==> src/rtl/tlphs_pkg.sv <==
// Shared widths, register indexes and mode codes for the triggered looping phasor.
`timescale 1ns / 1ps
`default_nettype none

package tlphs_pkg;

    // Field widths of the stream beats and the configuration port.
    localparam int DATA_W    = 32;
    localparam int TRIG_W    = 16;
    localparam int MODE_W    = 2;
    localparam int IN_W      = TRIG_W + DATA_W;
    localparam int CFG_IDX_W = 3;

    // Working width of the shared adder; holds every intermediate sum exactly.
    localparam int ALU_W = DATA_W + 3;

    // Default number of fraction bits of the fixed-point format.
    localparam int FRAC_BITS_DEF = 16;

    // Configuration register indexes.
    localparam logic [CFG_IDX_W-1:0] CFG_START_POS  = 3'd0;
    localparam logic [CFG_IDX_W-1:0] CFG_END_POS    = 3'd1;
    localparam logic [CFG_IDX_W-1:0] CFG_LOOP_MODE  = 3'd2;
    localparam logic [CFG_IDX_W-1:0] CFG_LOOP_FIRST = 3'd3;
    localparam logic [CFG_IDX_W-1:0] CFG_LOOP_LAST  = 3'd4;

    // Loop modes; any other code behaves as ping-pong.
    localparam logic [MODE_W-1:0] MODE_OFF  = 2'd0;
    localparam logic [MODE_W-1:0] MODE_WRAP = 2'd1;

endpackage

`default_nettype wire

==> src/rtl/triggered_looping_phasor.sv <==
// Top level of the triggered looping phasor: sequencer, shared adder, divider and multiplier.
`timescale 1ns / 1ps
`default_nettype none

// One input beat (trigger, step_rate) yields one output beat holding the phase level
// before the advance. A sample without a rising trigger goes through acceptance,
// the advance, up to two loop-handling steps and the range clip before the block is
// ready again. A rising trigger adds a restoring divider, which produces one quotient
// bit per cycle on the shared 35-bit adder, then a multiplication step and a restart
// sum. The input side is not ready while a sample is being worked on; the result sits
// in an output register, so the next sample can be accepted while it waits. If that
// earlier result has still not been taken when the next sample reaches its advance
// step, the advance step holds until it is taken. Configuration writes are taken
// every cycle and must only happen while the block is idle.
module triggered_looping_phasor
    import tlphs_pkg::*;
#(
    parameter int FRAC_BITS = FRAC_BITS_DEF
) (
    input  wire                  i_clk,
    input  wire                  i_rst_n,
    // Input stream
    input  wire                  i_s_axis_tvalid,
    output logic                 o_s_axis_tready,
    input  wire  [IN_W-1:0]      i_s_axis_tdata,   // [15:0] trigger, [47:16] step_rate
    // Output stream
    output logic                 o_m_axis_tvalid,
    input  wire                  i_m_axis_tready,
    output logic [DATA_W-1:0]    o_m_axis_tdata,   // [31:0] phase_level
    // Configuration write channel
    input  wire                  i_cfg_valid,
    output logic                 o_cfg_ready,
    input  wire  [CFG_IDX_W-1:0] i_cfg_addr,
    input  wire  [DATA_W-1:0]    i_cfg_data
);

    localparam int QUO_W  = FRAC_BITS + 1;
    localparam int PROD_W = DATA_W + QUO_W + 1;
    localparam int CNT_W  = $clog2(FRAC_BITS + 1);

    // Sequencer states
    localparam logic [3:0] S_IDLE = 4'd0;
    localparam logic [3:0] S_DIV  = 4'd1;
    localparam logic [3:0] S_MUL  = 4'd2;
    localparam logic [3:0] S_RST  = 4'd3;
    localparam logic [3:0] S_ADV  = 4'd4;
    localparam logic [3:0] S_SPAN = 4'd5;
    localparam logic [3:0] S_WRAP = 4'd6;
    localparam logic [3:0] S_PP   = 4'd7;
    localparam logic [3:0] S_CLIP = 4'd8;

    localparam logic signed [ALU_W-1:0] SAT_MAX = ALU_W'(2147483647);
    localparam logic signed [ALU_W-1:0] SAT_MIN = -ALU_W'(64'sd2147483648);

    // Configuration registers
    logic signed [DATA_W-1:0] r_start_pos, r_end_pos, r_loop_first, r_loop_last;
    logic [MODE_W-1:0]        r_loop_mode;

    // Persistent state
    logic signed [DATA_W-1:0] r_level;
    logic signed [TRIG_W-1:0] r_prev;
    logic                     r_dir;

    // Per-sample working registers
    logic [3:0]               r_state, n_state;
    logic signed [TRIG_W-1:0] r_trig;
    logic signed [DATA_W-1:0] r_rate;
    logic [TRIG_W-1:0]        r_rem, r_den;
    logic [QUO_W-1:0]         r_quo;
    logic [CNT_W-1:0]         r_cnt;
    logic signed [PROD_W-1:0] r_prod;
    logic signed [ALU_W-1:0]  r_lv, r_span;
    logic                     r_inloop;

    // Output register
    logic                     r_out_vld;
    logic [DATA_W-1:0]        r_out_data;

    // Ordered bounds, sign-extended to the adder width
    logic signed [ALU_W-1:0]  lo, hi, ls, le;
    logic signed [ALU_W-1:0]  alu_a, alu_b, alu_y, sat_y;
    logic                     alu_sub;
    logic signed [TRIG_W-1:0] in_trig;
    logic signed [DATA_W-1:0] in_rate;
    logic [TRIG_W:0]          in_den, in_rem;
    logic                     in_fire, rise, out_free, mode_pp, in_loop_now;

    assign in_trig  = i_s_axis_tdata[TRIG_W-1:0];
    assign in_rate  = i_s_axis_tdata[IN_W-1:TRIG_W];
    assign in_fire  = i_s_axis_tvalid && o_s_axis_tready;
    assign rise     = (r_prev <= 0) && (in_trig > 0);
    assign in_den   = {in_trig[TRIG_W-1], in_trig} - {r_prev[TRIG_W-1], r_prev};
    assign in_rem   = (TRIG_W + 1)'(0) - {r_prev[TRIG_W-1], r_prev};
    assign out_free = !r_out_vld || i_m_axis_tready;
    assign mode_pp  = (r_loop_mode != MODE_OFF) && (r_loop_mode != MODE_WRAP);

    // Swap the range and loop bounds when they are given in reverse.
    always_comb begin
        if (r_end_pos < r_start_pos) begin
            lo = ALU_W'(r_end_pos);
            hi = ALU_W'(r_start_pos);
        end else begin
            lo = ALU_W'(r_start_pos);
            hi = ALU_W'(r_end_pos);
        end
        if (r_loop_last < r_loop_first) begin
            ls = ALU_W'(r_loop_last);
            le = ALU_W'(r_loop_first);
        end else begin
            ls = ALU_W'(r_loop_first);
            le = ALU_W'(r_loop_last);
        end
    end

    assign in_loop_now = (r_lv >= ls) && (r_lv <= le);

    // Shared adder: operands are chosen by the sequencer state.
    always_comb begin
        alu_a   = r_lv;
        alu_b   = ALU_W'(r_rate);
        alu_sub = 1'b0;
        case (r_state)
            S_DIV: begin
                alu_a   = {{(ALU_W - TRIG_W - 1){1'b0}}, r_rem, 1'b0};
                alu_b   = {{(ALU_W - TRIG_W){1'b0}}, r_den};
                alu_sub = 1'b1;
            end
            S_RST: begin
                alu_a = ALU_W'(r_start_pos);
                alu_b = {r_prod[PROD_W-1], r_prod[PROD_W-1:FRAC_BITS]};
            end
            S_ADV: begin
                alu_sub = mode_pp && in_loop_now && r_dir;
            end
            S_SPAN: begin
                alu_a   = le;
                alu_b   = ls;
                alu_sub = 1'b1;
            end
            S_WRAP: begin
                alu_b   = r_span;
                alu_sub = !r_rate[DATA_W-1];
            end
            default: begin
                alu_sub = 1'b0;
            end
        endcase
        alu_y = alu_sub ? (alu_a - alu_b) : (alu_a + alu_b);
    end

    // Saturation of the restart point to the 32-bit range.
    always_comb begin
        if (alu_y > SAT_MAX) begin
            sat_y = SAT_MAX;
        end else if (alu_y < SAT_MIN) begin
            sat_y = SAT_MIN;
        end else begin
            sat_y = alu_y;
        end
    end

    // Next-state logic of the sequencer.
    always_comb begin
        n_state = r_state;
        case (r_state)
            S_IDLE: begin
                if (in_fire) begin
                    n_state = rise ? S_DIV : S_ADV;
                end
            end
            S_DIV: begin
                if (r_cnt == CNT_W'(FRAC_BITS - 1)) begin
                    n_state = S_MUL;
                end
            end
            S_MUL:  n_state = S_RST;
            S_RST:  n_state = S_ADV;
            S_ADV: begin
                if (out_free) begin
                    if (r_loop_mode == MODE_OFF) begin
                        n_state = S_CLIP;
                    end else if (r_loop_mode == MODE_WRAP) begin
                        n_state = S_SPAN;
                    end else begin
                        n_state = S_PP;
                    end
                end
            end
            S_SPAN: n_state = S_WRAP;
            S_WRAP: n_state = S_CLIP;
            S_PP:   n_state = S_CLIP;
            S_CLIP: n_state = S_IDLE;
            default: n_state = S_IDLE;
        endcase
    end

    // Control state, configuration and persistent phasor state.
    always_ff @(posedge i_clk) begin
        if (!i_rst_n) begin
            r_state      <= S_IDLE;
            r_start_pos  <= '0;
            r_end_pos    <= DATA_W'(2147483647);
            r_loop_mode  <= MODE_OFF;
            r_loop_first <= '0;
            r_loop_last  <= DATA_W'(2147483647);
            r_level      <= '0;
            r_prev       <= '0;
            r_dir        <= 1'b0;
            r_out_vld    <= 1'b0;
        end else begin
            r_state <= n_state;

            if (i_cfg_valid && o_cfg_ready) begin
                case (i_cfg_addr)
                    CFG_START_POS:  r_start_pos  <= i_cfg_data;
                    CFG_END_POS:    r_end_pos    <= i_cfg_data;
                    CFG_LOOP_MODE:  r_loop_mode  <= i_cfg_data[MODE_W-1:0];
                    CFG_LOOP_FIRST: r_loop_first <= i_cfg_data;
                    CFG_LOOP_LAST:  r_loop_last  <= i_cfg_data;
                    default: begin
                    end
                endcase
            end

            // The output beat is raised by the advance step and dropped once taken.
            if ((r_state == S_ADV) && out_free) begin
                r_out_vld <= 1'b1;
            end else if (i_m_axis_tready) begin
                r_out_vld <= 1'b0;
            end

            case (r_state)
                S_RST: begin
                    if (mode_pp) begin
                        r_dir <= 1'b1;
                    end
                end
                S_PP: begin
                    if (r_inloop && ((r_lv > le) || (r_lv < ls))) begin
                        r_dir <= !r_dir;
                    end
                end
                S_CLIP: begin
                    if (r_lv < lo) begin
                        r_level <= lo[DATA_W-1:0];
                    end else if (r_lv > hi) begin
                        r_level <= hi[DATA_W-1:0];
                    end else begin
                        r_level <= r_lv[DATA_W-1:0];
                    end
                    r_prev <= r_trig;
                end
                default: begin
                end
            endcase
        end
    end

    // Datapath registers of the sample in flight.
    always_ff @(posedge i_clk) begin
        case (r_state)
            S_IDLE: begin
                if (in_fire) begin
                    r_trig <= in_trig;
                    r_rate <= in_rate;
                    r_den  <= in_den[TRIG_W-1:0];
                    r_rem  <= in_rem[TRIG_W-1:0];
                    r_quo  <= QUO_W'(1);
                    r_cnt  <= '0;
                    r_lv   <= ALU_W'(r_level);
                end
            end
            S_DIV: begin
                // One restoring division step per cycle.
                if (!alu_y[ALU_W-1]) begin
                    r_rem <= alu_y[TRIG_W-1:0];
                    r_quo <= {r_quo[QUO_W-2:0], 1'b1};
                end else begin
                    r_rem <= {r_rem[TRIG_W-2:0], 1'b0};
                    r_quo <= {r_quo[QUO_W-2:0], 1'b0};
                end
                r_cnt <= r_cnt + CNT_W'(1);
            end
            S_MUL: begin
                r_prod <= PROD_W'(r_rate) * $signed({1'b0, r_quo});
            end
            S_RST: begin
                r_lv <= sat_y;
            end
            S_ADV: begin
                if (out_free) begin
                    r_out_data <= r_lv[DATA_W-1:0];
                    r_inloop   <= in_loop_now;
                    r_lv       <= alu_y;
                end
            end
            S_SPAN: begin
                r_span <= alu_y;
            end
            S_WRAP: begin
                if ((!r_rate[DATA_W-1] && (r_lv > le)) ||
                    (r_rate[DATA_W-1] && (r_lv < ls))) begin
                    r_lv <= alu_y;
                end
            end
            S_PP: begin
                if (r_inloop) begin
                    if (r_lv > le) begin
                        r_lv <= le;
                    end else if (r_lv < ls) begin
                        r_lv <= ls;
                    end
                end
            end
            default: begin
            end
        endcase
    end

    assign o_s_axis_tready = (r_state == S_IDLE);
    assign o_m_axis_tvalid = r_out_vld;
    assign o_m_axis_tdata  = r_out_data;
    assign o_cfg_ready     = 1'b1;

    // The partial remainder always stays below the divisor.
    assert property (@(posedge i_clk) disable iff (!i_rst_n)
        (r_state == S_DIV) |-> (r_rem < r_den))
        else $error("divider remainder not below divisor");

    // The restart fraction lies in [1, 2): its integer bit is set.
    assert property (@(posedge i_clk) disable iff (!i_rst_n)
        (r_state == S_RST) |-> r_quo[QUO_W-1])
        else $error("restart fraction out of range");

    // A new result only appears from the advance step.
    assert property (@(posedge i_clk) disable iff (!i_rst_n)
        $rose(o_m_axis_tvalid) |-> ($past(r_state) == S_ADV))
        else $error("output beat raised outside the advance step");

    // A ping-pong level that started inside the loop ends inside the loop.
    assert property (@(posedge i_clk) disable iff (!i_rst_n)
        ((r_state == S_CLIP) && mode_pp && r_inloop) |-> ((r_lv >= ls) && (r_lv <= le)))
        else $error("ping-pong level left the loop");

endmodule

`default_nettype wire
==> config.mk <==
export PLATFORM = sky130hd
export DESIGN_NAME = triggered_looping_phasor
export DESIGN_NICKNAME = d
export VERILOG_FILES = /design/src/rtl/tlphs_pkg.sv /design/src/rtl/triggered_looping_phasor.sv
export SDC_FILE = /design/constraint.sdc
export NUM_CORES = 2
export LEC_CHECK = 0
export BUFFER_PORTS_ARGS = -buffer_cell sky130_fd_sc_hd__buf_2
export CAP_MARGIN = 10
export CORE_ASPECT_RATIO = 1.2
export CORE_MARGIN = 3
export CORE_UTILIZATION = 60
export DETAILED_ROUTE_END_ITERATION = 10
export PLACE_DENSITY_LB_ADDON = 0.12
export SETUP_SLACK_MARGIN = 0.4
export SKIP_LAST_GASP = 1
export SLEW_MARGIN = 15
export SYNTH_ARGS = -nofsm -noshare
export SYNTH_HDL_FRONTEND = slang
export SYNTH_SLANG_ARGS = --single-unit
==> constraint.sdc <==
create_clock -name i_clk -period 24.2 [get_ports i_clk]
set_input_delay 2.42 -clock i_clk [delete_from_list [all_inputs] [get_ports i_clk]]
set_output_delay 2.42 -clock i_clk [all_outputs]
set_load 0.05 [all_outputs]
Yosys cells after proc, flatten, opt, wreduce, memory -nomap -nowiden --
Cells that the tools add are included.
Operators by class: reductions and logical operators 37, equal/unequal tests 23, magnitude comparators 12, add/sub/neg operators 5, multiply operators 1, muxes and demuxes 39
Operators by type and width (count):
- 35-bit 2-to-1 mux | 13
- 35-bit one-hot mux with 5 select lines | 1
- 35-bit one-hot mux with 4 select lines | 1
- 35-bit one-hot mux with 3 select lines | 1
- 35-bit > comparator | 2
- 35-bit < comparator | 2
- 32-bit < comparator | 2
- 32-bit 2-to-1 mux | 2
- 32-bit by 18-bit multiplier with 50-bit output | 1
- 35-bit adder | 1
- 35-bit >= comparator | 1
- 35-bit by 32-bit > comparator with 1-bit output (second input constant) | 1
- 35-bit <= comparator | 1
- 35-bit by 32-bit < comparator with 1-bit output (second input constant) | 1
- 35-bit subtractor | 1
- 17-bit one-hot mux with 2 select lines | 1
- 16-bit 2-to-1 mux | 2
- 16-bit one-hot mux with 2 select lines | 1
- 4-bit one-hot mux with 7 select lines | 1
- 17-bit 2-to-1 mux | 1
- 4-bit by 3-bit equality test with 1-bit output (second input constant) | 4
- 16-bit by 1-bit > comparator with 1-bit output (second input constant) | 1
- 16-bit by 1-bit <= comparator with 1-bit output (second input constant) | 1
- 4-bit 2-to-1 mux | 4
- other kinds (33) | 70
Word-level totals: output and inout bits 35, input port bits 88, register bits 439, logic and storage cells 138

Longest topological paths before layout --
depth after elaboration 12, depth in mapped cells 44, depth with buffers taken out 38

Worst setup path after synthesis --
No wires, ideal clock.
path type reg-to-reg, start point register r_loop_first[31], end point register r_lv[29], data pin, slack 15.117 ns, data required time 23.938 ns, stages on the path, launching flop included 44, buffers on the path 6, library setup time 0.262 ns, arrival 8.821 ns, clock period less this slack 9.083 ns, cells stage by stage dfxtp_1 -> inv_1 -> ha_1 -> nand4_1 -> nor4_1 -> o2111ai_1 -> a21oi_1 -> or4_1 -> buf_6 -> buf_2 -> buf_1 -> mux2i_1 -> ha_1 -> a21o_1 -> a21o_1 -> a211o_1 -> o211ai_1 -> a21oi_1 -> (+8 left out) -> ha_1 -> and3_1 -> a221o_1 -> a221oi_1 -> o32ai_1 -> a31oi_1 -> a211oi_1 -> o21a_1 -> o22ai_1 -> xnor2_1 -> xnor2_2 -> inv_2 -> nand4_1 -> ha_1 -> o21ai_0 -> clkbuf_1 -> a222oi_1 -> nand2_1
Between the ends: cells in the longest elaborated chain, start to end 12, elaborated cells on any way between the ends 25, classes of those cells add/sub: 2; order compare: 6; mux: 14; reduce/logical: 3
RTL lines:
- start: declaration | line triggered_looping_phasor.sv:56 | logic signed [DATA_W-1:0] r_start_pos, r_end_pos, r_loop_first, r_loop_last;
- start signal: assignment | line triggered_looping_phasor.sv:218 | CFG_LOOP_FIRST: r_loop_first <= i_cfg_data;
- 32-bit < comparator | line triggered_looping_phasor.sv:106 | if (r_loop_last < r_loop_first) begin
- 35-bit 2-to-1 mux | line triggered_looping_phasor.sv:106
- 35-bit >= comparator / 35-bit <= comparator (equally long branches) | line triggered_looping_phasor.sv:115 | assign in_loop_now = (r_lv >= ls) && (r_lv <= le);
- 1-bit logical AND | line triggered_looping_phasor.sv:115
- 1-bit logical AND (2 in series) | line triggered_looping_phasor.sv:133 | alu_sub = mode_pp && in_loop_now && r_dir;
- 1-bit one-hot mux with 3 select lines | line triggered_looping_phasor.sv:122 | case (r_state)
- 35-bit 2-to-1 mux * | line triggered_looping_phasor.sv:148 | alu_y = alu_sub ? (alu_a - alu_b) : (alu_a + alu_b);
- via alu_y[34] | line triggered_looping_phasor.sv:81 | logic signed [ALU_W-1:0] alu_a, alu_b, alu_y, sat_y;
- 35-bit by 32-bit < comparator with 1-bit output | line triggered_looping_phasor.sv:155 | end else if (alu_y < SAT_MIN) begin
- 35-bit 2-to-1 mux | line triggered_looping_phasor.sv:155
- 35-bit 2-to-1 mux * | line triggered_looping_phasor.sv:153 | if (alu_y > SAT_MAX) begin
- 35-bit one-hot mux with 5 select lines * | line triggered_looping_phasor.sv:261 | case (r_state)
- end signal: assignment | line triggered_looping_phasor.sv:270 | r_lv <= ALU_W'(r_level);
- end signal: assignment | line triggered_looping_phasor.sv:288 | r_lv <= sat_y;
- end signal: assignment | line triggered_looping_phasor.sv:294 | r_lv <= alu_y;
- end: declaration | line triggered_looping_phasor.sv:72 | logic signed [ALU_W-1:0] r_lv, r_span;
Mark *: on every way through the listed nets, which the timed path passes. The rest lies on a longest branch. The select of a mux whose other input is x is not followed. A chain may end at the register's enable or synchronous reset.

Worst setup path after layout --
start point register r_loop_first[31], end point register r_lv[25], data pin
The elaborated chain is that of the path after synthesis.

==> metrics.yaml <==
status: "complete, no violations"
r2r_slack_ns: 12.39
clock_skew_ns: 0.0461
first_global_vias: 36097
rsz0062_at_grt: "false"
grt_max_degree: 68
drive_gt1_frac: 0.0648
hold_buffers: 0
synth_nets: 5957
clock_path_buffers: 3
path_common_cell: "ha_1"
max_stage_delay_ns: 0.83
core.rowCount: 109
regToRegEndpoint: "r_lv[25]"
min_from: "r_prev[13]"
place_area_mm2: 0.0465
grt_pass1_wl_um: 208000
final_nets: 5942
grt_usage: 0.342
hold_path_class: "flip-flop to flip-flop"
yosys.area.top_type: "fa_1"
tightest_slew_ns: 1.15
slew-limit-headroom: 0.227
drv_cap: 0
crit-reg2reg-launch: "r_loop_first[31]"
synthTopCellsByArea: "fa_1 23%, edfxtp_1 16%, ha_1 10%"
gp_congestion: 0.994
synth_area_mm2: 0.0449
timing.fmax_mhz: 84.6
synthFlopType: "edfxtp_1"
synth-edff-count: 239
portBuffers: 121
yosysUniqueCellTypes: 88
gr-total-overflow: 0
rr_worst_depth: 41
finalCriticalPeriod_ns: 11.81
final_cell_mix: "828 x nand2_1, 664 x inv_1, 521 x fa_1, 371 x ha_1, 280 x a21oi_1"
path_class: "flip-flop to flip-flop"
ys.warnings.count: 0
final_area_mm2: 0.0481
syn2layout_area_growth_pct: 6.98
maxSlewViolCount: 0
clock_latency_ns: 0.63
syn_area_per_cell_um2: 9.03
path_max_fanout: 58
cp.buffers_inverters: 6
drt_iter0_drc: 3293
cts-root-buf: "clkbuf_16"
die_y_um: 306
clk_pin_slew_ns: 0.06
ys_async_sr_fraction: 0
end_kind: "flip-flop"
cts_resized: 0
cp-start-kind: "flip-flop"
htree_num_levels: 2
fp.coreArea_mm2: 0.0739
initial_utilization: 0.608
cts_setup_buffers: 0
seq_area_frac_synth: 0.242
grt_antenna_before_repair: 2
hpwlAfterDp_um: 100000
num_vias: 36451
cts_tree: "yes"
fin_setup_tns_ns: 0
hold_end: "r_prev[13]"
cts_made_buffers: 48
yosys.area.top_type_share: 0.232
crit_arrival_ns: 12.29
drtPass1Iterations: 7
routed_wl_um: 134000
die_w_um: 256
io_pins: 123
drc: 0
critPathSlowestCell: "nor4_1"
syn_inst: 4977
num_antenna_cells: 0
finalHoldViolations: 0
ys_ff_latch: 423
dieArea_mm2: 0.0782
final-setup-viol-count: 0
postRouteAntennaNets: 0
path_delay_family: "compound AO/OA/AOI/OAI gates"
worstHoldPathCells: 2
clkSinkCount: 423
post-route-period-util: 0.488
final_common_cell: "nand2_1"
worstPathRequired_ns: 24.67
wire_per_inst_um: 22.3
vias_per_cell: 6.07
crit_path_start: "r_loop_first[31]"
==> area by class of cell <==
cell class	instances	area, µm²
timing repair buffer	187	1110
sequential	423	10900
multi-input combinational	3635	30800
tap	999	1250
clock inverter	28	307
inverter	667	2500
fill	6333	25800
clock buffer	62	1280
==> how the worst max path moves through the flow <==
stage,end,slack [ns],depth (start not counted)
final,r_lv[25],12.39,41
after global routing,r_lv[16],11.61,41
after CTS,r_lv[2],12.53,40
after detailed placement,r_lv[29],12.58,40
after global placement,r_lv[29],13.04,40
after floorplan,r_lv[29],15.12,43
==> registers in the layout, summed over array words and instances, names as in the netlist, 16 cells and up <==
signal / count
o_m_axis_tdata: 32
r_den: 16
r_end_pos: 32
r_level: 32
r_loop_first: 32
r_loop_last: 32
r_lv: 35
r_prev: 16
r_prod: 34
r_quo: 17
r_rate: 32
r_rem: 16
r_span: 35
r_start_pos: 32
r_trig: 16
==> cell usage after synthesis, drive strengths merged, types with 8 or more instances <==
cell,number
o21a,34
nor2,205
nand3,115
clkbuf,229
a21boi,36
mux2i,136
a21o,81
a211oi,17
a31oi,20
nand2,829
o31ai,12
or3,8
edfxtp,239
nor4,17
nand4,50
a22oi,39
a221oi,9
and2,226
a222oi,50
ha,371
o211ai,21
and3,49
fa,521
dfxtp,184
inv,667
nor3,30
nand2b,15
a21oi,283
nor2b,31
xor2,40
and4,9
buf,23
xnor2,76
o21ai,194
==> layer usage <==
layer  vias to the layer above  GRT usage  routed length [µm]
li1                      16526          -                   -
met1                     18115      0.448               52900
met2                      1465      0.575               64200
met3                       345     0.0473                9980
met4                         0      0.144                6490
met5                         -          0                   0
==> cells by family after synthesis <==
| logic type | share of synthesized area |
|---|---|
| XOR/XNOR | 0.0228 |
| other | 0.0000835 |
| flip-flops | 0.242 |
| AO/OA/AOI/OAI | 0.125 |
| adder cells (fa/ha/maj) | 0.335 |
| buffers and inverters | 0.0774 |
| AND/OR/NAND/NOR | 0.166 |
| multiplexers | 0.0318 |
==> worst reg2reg max path, delay by kind of cell (launching register included) <==
family                   cells  cell delay, ns
buffers and inverters        6            1.67
multiplexers                 1            0.42
XOR/XNOR                     3            0.42
AND/OR/NAND/NOR              8            2.27
AO/OA/AOI/OAI               19            5.16
flip-flops                   1            0.40
adder cells (fa/ha/maj)      4            1.37
==> per-stage QoR <==
step            util  worst slack (ns)  std cells  hold slack, ns
3_5_place_dp   0.629             12.58       5910           0.458
4_1_cts        0.650             12.53       6000           0.467
2_1_floorplan      -             15.12       4977           0.434
3_3_place_gp   0.629             13.04       5910           0.444
6_report       0.650             12.39       6001           0.468
5_1_grt        0.650             11.61       6001           0.483
Power is left out: the tool's default activity adds up to more than one toggle a clock period on the data nets, which glitch-free logic cannot reach.
